File: config.mk
export PLATFORM = sky130hd
export DESIGN_NAME = color_blob_centroid_unit
export DESIGN_NICKNAME = d
export VERILOG_FILES = /design/src/rtl/core/cbc_pkg.sv /design/src/rtl/core/color_blob_centroid_unit.sv /design/src/rtl/core/cbc_ctrl.sv /design/src/rtl/core/cbc_datapath.sv
export VERILOG_INCLUDE_DIRS = /design/src /design/src/rtl/core
export SDC_FILE = /design/constraint.sdc
export NUM_CORES = 1
export LEC_CHECK = 0
export BUFFER_PORTS_ARGS = -buffer_cell sky130_fd_sc_hd__buf_2
export CORE_MARGIN = 2
export CORE_UTILIZATION = 45
export DETAILED_ROUTE_END_ITERATION = 7
export PLACE_DENSITY = 0.66
export SKIP_CTS_REPAIR_TIMING = 1
export SYNTH_ARGS = -nofsm -noshare
export SYNTH_HDL_FRONTEND = slang
export SYNTH_HIERARCHICAL = 1
export SYNTH_SLANG_ARGS = --single-unit
File: constraint.sdc
create_clock -name clk -period 8.56 [get_ports clk]
set_input_delay 1.712 -clock clk [delete_from_list [all_inputs] [get_ports clk]]
set_output_delay 1.712 -clock clk [all_outputs]
set_load 0.05 [all_outputs]
File: src/rtl/core/color_blob_centroid_unit_assert.svh
// Assertion macros shared by the color blob centroid RTL.
// Each macro expects signals named clk and rst_n in the including module.
`ifndef COLOR_BLOB_CENTROID_UNIT_ASSERT_SVH
`define COLOR_BLOB_CENTROID_UNIT_ASSERT_SVH

// Same-cycle implication, disabled during reset.
`define CBC_ASSERT_IMPL(lbl, ante, cons) \
    lbl: assert property (@(posedge clk) disable iff (!rst_n) (ante) |-> (cons)) \
        else $error("color blob centroid assertion failed");

// Next-cycle implication, disabled during reset.
`define CBC_ASSERT_NEXT(lbl, ante, cons) \
    lbl: assert property (@(posedge clk) disable iff (!rst_n) (ante) |=> (cons)) \
        else $error("color blob centroid assertion failed");

`endif

File: src/rtl/core/cbc_pkg.sv
// Package for the color blob centroid unit: sizes, register codes and the
// command and status types between controller and datapath. No dependencies.
package cbc_pkg;

    localparam int MAX_WIDTH  = 1024;
    localparam int MAX_HEIGHT = 1024;

    localparam int PIX_W   = 8;
    localparam int RATIO_W = 4;
    localparam int PROD_W  = PIX_W + RATIO_W;
    localparam int COL_W   = $clog2(MAX_WIDTH);
    localparam int ROW_W   = $clog2(MAX_HEIGHT);
    localparam int FW_W    = COL_W + 1;
    localparam int CNT_W   = COL_W + ROW_W + 1;
    localparam int QUO_W   = (COL_W > ROW_W) ? COL_W : ROW_W;
    localparam int SUM_W   = CNT_W + QUO_W - 1;
    localparam int STEP_W  = $clog2(QUO_W);
    localparam int CFG_W   = FW_W;
    localparam int IDX_W   = 1;

    localparam logic [CNT_W-1:0] HIT_CAP = CNT_W'(MAX_WIDTH * MAX_HEIGHT);

    localparam logic [IDX_W-1:0] REG_BLUE_RATIO  = 1'd0;
    localparam logic [IDX_W-1:0] REG_FRAME_WIDTH = 1'd1;

    localparam logic [RATIO_W-1:0] BLUE_RATIO_RESET  = 4'd5;
    localparam logic [FW_W-1:0]    FRAME_WIDTH_RESET = 11'd320;

    typedef struct packed {
        logic accept;
        logic load;
        logic step;
    } cbc_cmd_t;

    typedef struct packed {
        logic div_zero;
    } cbc_status_t;

endpackage

File: src/rtl/core/color_blob_centroid_unit.sv
// A result is valid after the divider's last step; without hits, after its first step.
// Throughput: one pixel per cycle; a frame-end pixel waits while the previous
// frame's result is being divided or has not been taken (the 10-step divider).
// Reset: asynchronous, active low; counters and sums clear, blue_ratio returns
// to 5 and frame_width to 320.
// Top level of the color blob centroid unit; depends on cbc_pkg, cbc_ctrl, cbc_datapath.

module color_blob_centroid_unit (
    input  logic                       clk,
    input  logic                       rst_n,
    input  logic                       cfg_we,
    input  logic [cbc_pkg::IDX_W-1:0]  cfg_index,
    input  logic [cbc_pkg::CFG_W-1:0]  cfg_data,
    input  logic                       in_valid,
    output logic                       in_stall,
    input  logic [cbc_pkg::PIX_W-1:0]  red,
    input  logic [cbc_pkg::PIX_W-1:0]  green,
    input  logic [cbc_pkg::PIX_W-1:0]  blue,
    input  logic                       frame_end,
    output logic                       out_valid,
    input  logic                       out_stall,
    output logic                       found,
    output logic [cbc_pkg::COL_W-1:0]  centroid_col,
    output logic [cbc_pkg::ROW_W-1:0]  centroid_row,
    output logic [cbc_pkg::CNT_W-1:0]  hit_count
);
    import cbc_pkg::*;

    cbc_cmd_t    cmd;
    cbc_status_t status;

    cbc_ctrl u_ctrl (
        .clk       (clk),
        .rst_n     (rst_n),
        .in_valid  (in_valid),
        .frame_end (frame_end),
        .in_stall  (in_stall),
        .out_valid (out_valid),
        .out_stall (out_stall),
        .status    (status),
        .cmd       (cmd)
    );

    cbc_datapath u_datapath (
        .clk          (clk),
        .rst_n        (rst_n),
        .cfg_we       (cfg_we),
        .cfg_index    (cfg_index),
        .cfg_data     (cfg_data),
        .red          (red),
        .green        (green),
        .blue         (blue),
        .cmd          (cmd),
        .status       (status),
        .found        (found),
        .centroid_col (centroid_col),
        .centroid_row (centroid_row),
        .hit_count    (hit_count)
    );

endmodule

File: src/rtl/core/cbc_ctrl.sv
// Controller for the color blob centroid unit: handshakes and division sequencing.
// Depends on cbc_pkg and color_blob_centroid_unit_assert.svh.
`include "color_blob_centroid_unit_assert.svh"

module cbc_ctrl (
    input  logic                clk,
    input  logic                rst_n,
    input  logic                in_valid,
    input  logic                frame_end,
    output logic                in_stall,
    output logic                out_valid,
    input  logic                out_stall,
    input  cbc_pkg::cbc_status_t status,
    output cbc_pkg::cbc_cmd_t    cmd
);
    import cbc_pkg::*;

    localparam logic [1:0] ST_IDLE = 2'd0;
    localparam logic [1:0] ST_DIV  = 2'd1;
    localparam logic [1:0] ST_OUT  = 2'd2;

    logic [1:0]        state_reg, state_next;
    logic [STEP_W-1:0] step_reg, step_next;
    logic              in_acc;

    assign in_stall   = frame_end && (state_reg != ST_IDLE);
    assign in_acc     = in_valid && !in_stall;
    assign out_valid  = (state_reg == ST_OUT);
    assign cmd.accept = in_acc;
    assign cmd.load   = in_acc && frame_end;
    assign cmd.step   = (state_reg == ST_DIV);

    always_comb
    begin
        state_next = state_reg;
        step_next  = step_reg;
        unique case (state_reg)
            ST_IDLE:
            begin
                if (cmd.load)
                begin
                    state_next = ST_DIV;
                    step_next  = STEP_W'(QUO_W - 1);
                end
            end
            ST_DIV:
            begin
                if (status.div_zero || step_reg == '0)
                begin
                    state_next = ST_OUT;
                end
                else
                begin
                    step_next = step_reg - 1'b1;
                end
            end
            ST_OUT:
            begin
                if (!out_stall)
                begin
                    state_next = ST_IDLE;
                end
            end
            default:
            begin
                state_next = ST_IDLE;
            end
        endcase
    end

    always_ff @(posedge clk or negedge rst_n)
    begin
        if (!rst_n)
        begin
            state_reg <= ST_IDLE;
            step_reg  <= '0;
        end
        else
        begin
            state_reg <= state_next;
            step_reg  <= step_next;
        end
    end

    `CBC_ASSERT_IMPL(a_load_only_idle, cmd.load, state_reg == ST_IDLE)
    `CBC_ASSERT_NEXT(a_div_ends, (state_reg == ST_DIV) && (step_reg == '0), state_reg == ST_OUT)
    `CBC_ASSERT_NEXT(a_out_taken, (state_reg == ST_OUT) && !out_stall, state_reg == ST_IDLE)

endmodule

File: src/rtl/core/cbc_datapath.sv
// Datapath for the color blob centroid unit: configuration registers, pixel
// selection, position tracking, accumulators and a shared restoring divider.
// Depends on cbc_pkg and color_blob_centroid_unit_assert.svh.
`include "color_blob_centroid_unit_assert.svh"

module cbc_datapath (
    input  logic                       clk,
    input  logic                       rst_n,
    input  logic                       cfg_we,
    input  logic [cbc_pkg::IDX_W-1:0]  cfg_index,
    input  logic [cbc_pkg::CFG_W-1:0]  cfg_data,
    input  logic [cbc_pkg::PIX_W-1:0]  red,
    input  logic [cbc_pkg::PIX_W-1:0]  green,
    input  logic [cbc_pkg::PIX_W-1:0]  blue,
    input  cbc_pkg::cbc_cmd_t          cmd,
    output cbc_pkg::cbc_status_t       status,
    output logic                       found,
    output logic [cbc_pkg::COL_W-1:0]  centroid_col,
    output logic [cbc_pkg::ROW_W-1:0]  centroid_row,
    output logic [cbc_pkg::CNT_W-1:0]  hit_count
);
    import cbc_pkg::*;

    logic [RATIO_W-1:0] ratio_reg;
    logic [FW_W-1:0]    fw_reg;
    logic [COL_W-1:0]   col_reg;
    logic [ROW_W-1:0]   row_reg;
    logic [SUM_W-1:0]   csum_reg, rsum_reg;
    logic [CNT_W-1:0]   cnt_reg;
    logic [SUM_W-1:0]   crem_reg, rrem_reg, dvs_reg;
    logic [QUO_W-1:0]   cq_reg, rq_reg;
    logic [CNT_W-1:0]   hits_reg;

    logic [PROD_W-1:0]  prod_r, prod_g;
    logic               hit, take;
    logic [SUM_W-1:0]   csum_next, rsum_next;
    logic [CNT_W-1:0]   cnt_next;
    logic [FW_W-1:0]    eff_w, col_p1;
    logic               wrap;
    logic               c_ge, r_ge;

    assign prod_r = PROD_W'(ratio_reg) * PROD_W'(red);
    assign prod_g = PROD_W'(ratio_reg) * PROD_W'(green);
    assign hit    = (PROD_W'(blue) > prod_r) && (PROD_W'(blue) > prod_g);
    assign take   = hit && (cnt_reg < HIT_CAP);

    assign csum_next = take ? csum_reg + SUM_W'(col_reg) : csum_reg;
    assign rsum_next = take ? rsum_reg + SUM_W'(row_reg) : rsum_reg;
    assign cnt_next  = take ? cnt_reg + 1'b1 : cnt_reg;

    always_comb
    begin
        if (fw_reg == '0)
        begin
            eff_w = FW_W'(1);
        end
        else if (fw_reg > FW_W'(MAX_WIDTH))
        begin
            eff_w = FW_W'(MAX_WIDTH);
        end
        else
        begin
            eff_w = fw_reg;
        end
    end

    assign col_p1 = FW_W'(col_reg) + 1'b1;
    assign wrap   = (col_p1 >= eff_w);
    assign c_ge   = (crem_reg >= dvs_reg);
    assign r_ge   = (rrem_reg >= dvs_reg);

    always_ff @(posedge clk or negedge rst_n)
    begin
        if (!rst_n)
        begin
            ratio_reg <= BLUE_RATIO_RESET;
            fw_reg    <= FRAME_WIDTH_RESET;
        end
        else if (cfg_we)
        begin
            unique case (cfg_index)
                REG_BLUE_RATIO:  ratio_reg <= cfg_data[RATIO_W-1:0];
                REG_FRAME_WIDTH: fw_reg    <= cfg_data[FW_W-1:0];
                default:
                begin
                end
            endcase
        end
    end

    always_ff @(posedge clk or negedge rst_n)
    begin
        if (!rst_n)
        begin
            col_reg  <= '0;
            row_reg  <= '0;
            csum_reg <= '0;
            rsum_reg <= '0;
            cnt_reg  <= '0;
            hits_reg <= '0;
        end
        else if (cmd.load)
        begin
            col_reg  <= '0;
            row_reg  <= '0;
            csum_reg <= '0;
            rsum_reg <= '0;
            cnt_reg  <= '0;
            hits_reg <= cnt_next;
        end
        else if (cmd.accept)
        begin
            csum_reg <= csum_next;
            rsum_reg <= rsum_next;
            cnt_reg  <= cnt_next;
            if (wrap)
            begin
                col_reg <= '0;
                if (row_reg != ROW_W'(MAX_HEIGHT - 1))
                begin
                    row_reg <= row_reg + 1'b1;
                end
            end
            else
            begin
                col_reg <= col_reg + 1'b1;
            end
        end
    end

    always_ff @(posedge clk)
    begin
        if (cmd.load)
        begin
            crem_reg <= csum_next;
            rrem_reg <= rsum_next;
            dvs_reg  <= SUM_W'(cnt_next) << (QUO_W - 1);
            cq_reg   <= '0;
            rq_reg   <= '0;
        end
        else if (cmd.step)
        begin
            if (c_ge)
            begin
                crem_reg <= crem_reg - dvs_reg;
            end
            if (r_ge)
            begin
                rrem_reg <= rrem_reg - dvs_reg;
            end
            cq_reg  <= {cq_reg[QUO_W-2:0], c_ge};
            rq_reg  <= {rq_reg[QUO_W-2:0], r_ge};
            dvs_reg <= dvs_reg >> 1;
        end
    end

    assign status.div_zero = (hits_reg == '0);
    assign found           = (hits_reg != '0);
    assign centroid_col    = found ? cq_reg[COL_W-1:0] : '0;
    assign centroid_row    = found ? rq_reg[ROW_W-1:0] : '0;
    assign hit_count       = hits_reg;

    `CBC_ASSERT_IMPL(a_count_capped, 1'b1, cnt_reg <= HIT_CAP)
    `CBC_ASSERT_NEXT(a_divisor_shifts, cmd.step && !cmd.load, dvs_reg == ($past(dvs_reg) >> 1))

endmodule

==> PnR_summary.wiki <==
{| class="wikitable"
! Metric !! Value
|-
| Overflow after GRT || 0
|-
| Result of the run || finished clean
|-
| Type of the most critical hold path || reg2reg
|-
| Unique cell type count in the Yosys netlist || 76
|-
| Average size of a mapped cell || a little under 9 um^2
|-
| EDFF count, synth || 81
|-
| Overall routing resource usage || between 20 and 25%
|-
| Post-DR vias/cell || between 5 and 6
|-
| Routing usage on met2 || a little over a third
|-
| Reg area || roughly 6600 um^2
|-
| Placement Cell Area || roughly 20,000 um^2
|-
| Slew HR || roughly 18%
|-
| Drt first pass iters || 5
|-
| Post-synthesis cell type with the largest combined area || dfrtp_1
|-
| 1st-iter DRT viols || about 1,000
|-
| Capturing element type of the critical path || flip-flop
|-
| Port Buf Inserts || 85
|-
| Overall via count from detail_route || roughly 16,000
|-
| Remaining antenna violation count || 0
|-
| Static Leak || just under 9 nW
|-
| Post-layout power || 7.82 mW
|-
| Share of final-layout standard cells stronger than drive strength 1 || 9.46%
|-
| Synth-to-Final Area Change || 10.2%
|-
| Maximum level of the CTS H-tree || 1
|-
| Startpoint type of the worst setup path || primary input
|-
| Cell area after layout || 20,500 um^2
|-
| Vias in the first global route || around 15,000
|-
| TritonCTS sink count || around 250
|-
| Cell area after synthesis || between 15,000 and 20,000 um^2
|-
| Final HPWL DP || around 34 mm
|-
| TritonCTS clock tree || built
|-
| WS Path Type || in2reg
|-
| Largest net degree at the start of global routing || 140
|-
| # DRC || 0
|-
| Final critical path time including I/O delays and setup || roughly 7 ns
|-
| Number of nets in the layout || ~2,400
|-
| Clock Skew || 0.0296 ns
|-
| Reported net switching power || between 3 and 4 mW
|-
| Die width || roughly 210 um
|-
| Internal power summed over all cells || roughly 4.3 mW
|-
| Fin crit share || around 83%
|-
| Core outline area || between 40,000 and 50,000 um^2
|-
| Seq/Total Area, Yosys || a little over a third
|-
| Std cell rows || 74
|-
| Top Ports || 86
|-
| Antenna diodes || 0
|-
| Post-synthesis instance total || between 2,000 and 2,500
|-
| Pwr per Cell Area || between 300 and 400 nW/um^2
|-
| Number of max-cap violations || 0
|-
| Data arrival time of the worst path || between 7 and 8 ns
|-
| Top_reg_cell synth || dfrtp_1
|-
| Setup Total Neg Slack || 0 ns
|-
| Root Driver || clkbuf_16
|-
| Layer carrying the most global-route usage || met2
|-
| Crit path required time || 8.83 ns
|-
| Total die area || approximately 43,000 um^2
|-
| Die outline height || 207 um
|-
| Clk pin slew, worst setup/hold paths || 0.06 ns
|-
| Routed len/inst || approximately 17 um
|-
| Wire length reported by the detailed router || 47.2 mm
|-
| Switching part of the total power || ~45%
|-
| Number of antenna violations at the first check in global routing || 0
|-
| Routing usage on met3 || under 10%
|-
| RSZ-0062 raised after global routing || no
|-
| Part of the total power dissipated in sequential elements || between 20% and 30%
|-
| Syn Nets || between 2,000 and 2,500
|-
| #FFs+latches synth || about 250
|-
| Effective utilization at floorplan || between 40 and 50%
|-
| Multi-input combinational cell area || 11,200 um^2
|-
| Hold slack || roughly 0.48 ns
|-
| Final setup violating endpoints || 0
|-
| Worst-margin pin slew || approximately 1.2 ns
|-
| Setup WS post-layout || between 1 and 1.5 ns
|-
| Combinational fraction of design power || a little under three fifths
|-
| Area share of the leading cell type in the synthesized netlist || about a fifth
|-
| Global routing usage on met1 || 29.3%
|-
| TritonCTS Buffers || 29
|-
| Ranking of synthesized cells by area || dfrtp_1 19%, edfxtp_1 13%, ha_1 9.7%, a21oi_1 4.8%, nand2_1 4.1%
|-
| Weighted congestion reported at the end of routability-driven placement || about 0.92
|-
| CTS max path bufs || 3
|-
| Global-route wire length before repair || a little under 80 mm
|-
| Maximum clock frequency || around 140 MHz
|-
| Number of fill cells || around 3,800
|-
| Max Slew Vio Count || 0
|-
| Clock network power share || about 16%
|-
| Pre-CTS setup slack || roughly 0.96 ns
|-
| Max Fanout on Critical Path || 18
|-
| Final Hold Fails || 0
|-
| Clk Latency, worst-skew pair || 0.57 ns
|-
| Yosys Warn Count || 6
|-
| Peak supply drop || between 0.15 and 0.2 mV
|-
| Fraction of registers with async set/reset || a little under three fifths
|}
[power by group through the flow]
stage / sequential [mW] / clock [mW] / combinational (mW)
CTS: 2.12 / 1.25 / 4.44
detailed placement: 2.14 / 0 / 4.41
global placement: 2.13 / 0 / 4.31
floorplan: 2.13 / 0 / 3.38
global route: 2.16 / 1.29 / 4.98
finish: 2.13 / 1.22 / 4.48
[per-layer routing]
| layer | wire [um] | vias to the layer above |
|---|---|---|
| li1 | - | 7620 |
| met1 | 21500 | 7432 |
| met2 | 21900 | 402 |
| met3 | 2330 | 83 |
| met4 | 1460 | 0 |
| met5 | 0 | - |
[cell usage in the layout, fill, tap and decap left out, types with 5 or more instances in the layout]
cell / instances
or4_1: 12
o31ai_1: 8
dfrtp_1: 139
nand3_1: 65
inv_1: 120
nand4_1: 51
xnor2_1: 82
nand2_1: 202
nor3b_1: 5
fa_1: 28
a21boi_0: 9
a211o_1: 5
nor3_1: 24
o21bai_1: 10
nor2_1: 147
a22o_1: 7
and3_1: 34
buf_4: 20
o21ai_0: 128
a21oi_1: 178
nor4_1: 29
ha_1: 144
dfxtp_1: 29
o211ai_1: 15
clkbuf_16: 30
mux2i_1: 52
and2_1: 58
mux2_2: 28
o21a_1: 10
nand2b_1: 18
or3_1: 58
xor2_1: 62
edfxtp_1: 81
a211oi_1: 8
nor2b_1: 40
a31oi_1: 25
clkbuf_1: 9
buf_2: 84
a21o_1: 30
[Yosys cell counts (12+ instances only)]
master,count
xnor2_1,82
clkbuf_1,67
nor3_1,25
and3_1,34
a21oi_1,178
nor2b_1,41
nor2_1,147
a31oi_1,25
nand2b_1,18
dfxtp_1,29
or4_1,12
edfxtp_1,81
mux2i_1,52
mux2_2,28
o21ai_0,128
and2_1,58
xor2_1,62
ha_1,144
nand3_1,65
inv_1,122
dfrtp_1,139
nand4_1,51
o211ai_1,15
nand2_1,202
nor4_1,31
a21o_1,30
or3_1,58
fa_1,28
[logic make-up (layout without fill, tap and decap cells)]
logic type	after synthesis	after routing	share of synthesized area (%)
mux	81	81	4.56
simple gates	769	769	21.0
buf+inv	205	283	4.23
fa+ha+maj	172	172	12.7
flops	253	253	35.5
compound gates	475	475	15.3
xor+xnor	144	144	6.79
[metrics by stage]
stage	utilization, %	std cells
after global routing	50.2	2709
after global placement	47.9	2655
after detailed placement	47.9	2655
final	50.2	2709
after CTS	50.2	2709
after floorplan	-	2099
[critical path: stages]
cell and delay, ns:
buf_2 0.12, and2_1 0.17, fa_1 0.53, inv_1 0.05, fa_1 0.52, inv_1 0.04, ha_1 0.36, nand3_1 0.12
o211ai_1 0.25, nor2_1 0.08, xor2_1 0.15, ha_1 0.30, nand3_1 0.10, nor3_1 0.07, or4_1 0.48, a31oi_1 0.18
nand4_1 0.17, or4_1 0.70, buf_4 0.29, or4b_2 0.70, xor2_1 0.16, mux2i_1 0.08
[cell type report]
cell class	instances	area share, %
Inverter	123	2.25
Clock buffer	42	4.03
Tap cell	532	3.25
Clock inverter	12	0.482
Multi-Input combinational cell	1641	54.9
Sequential cell	253	32.2
Timing Repair Buffer	106	2.94
[worst paths after layout]
kind	startpoint	endpoint	slack, ns	cells after the start
max	green[2]	u_datapath/rrem_reg[18]	1.50	22
min	u_datapath/cq_reg[0]	u_datapath/cq_reg[0]	0.48	2
max reg2reg	u_datapath/ratio_reg[3]	u_datapath/rrem_reg[18]	2.14	21
min reg2reg	u_datapath/cq_reg[0]	u_datapath/cq_reg[0]	0.48	2
max in group asynchronous	rst_n	u_datapath/hit_count[0]	6.06	2
min in group asynchronous	rst_n	u_datapath/fw_reg[7]	1.27	1
Note: power is estimated with default switching activity, not from simulation.
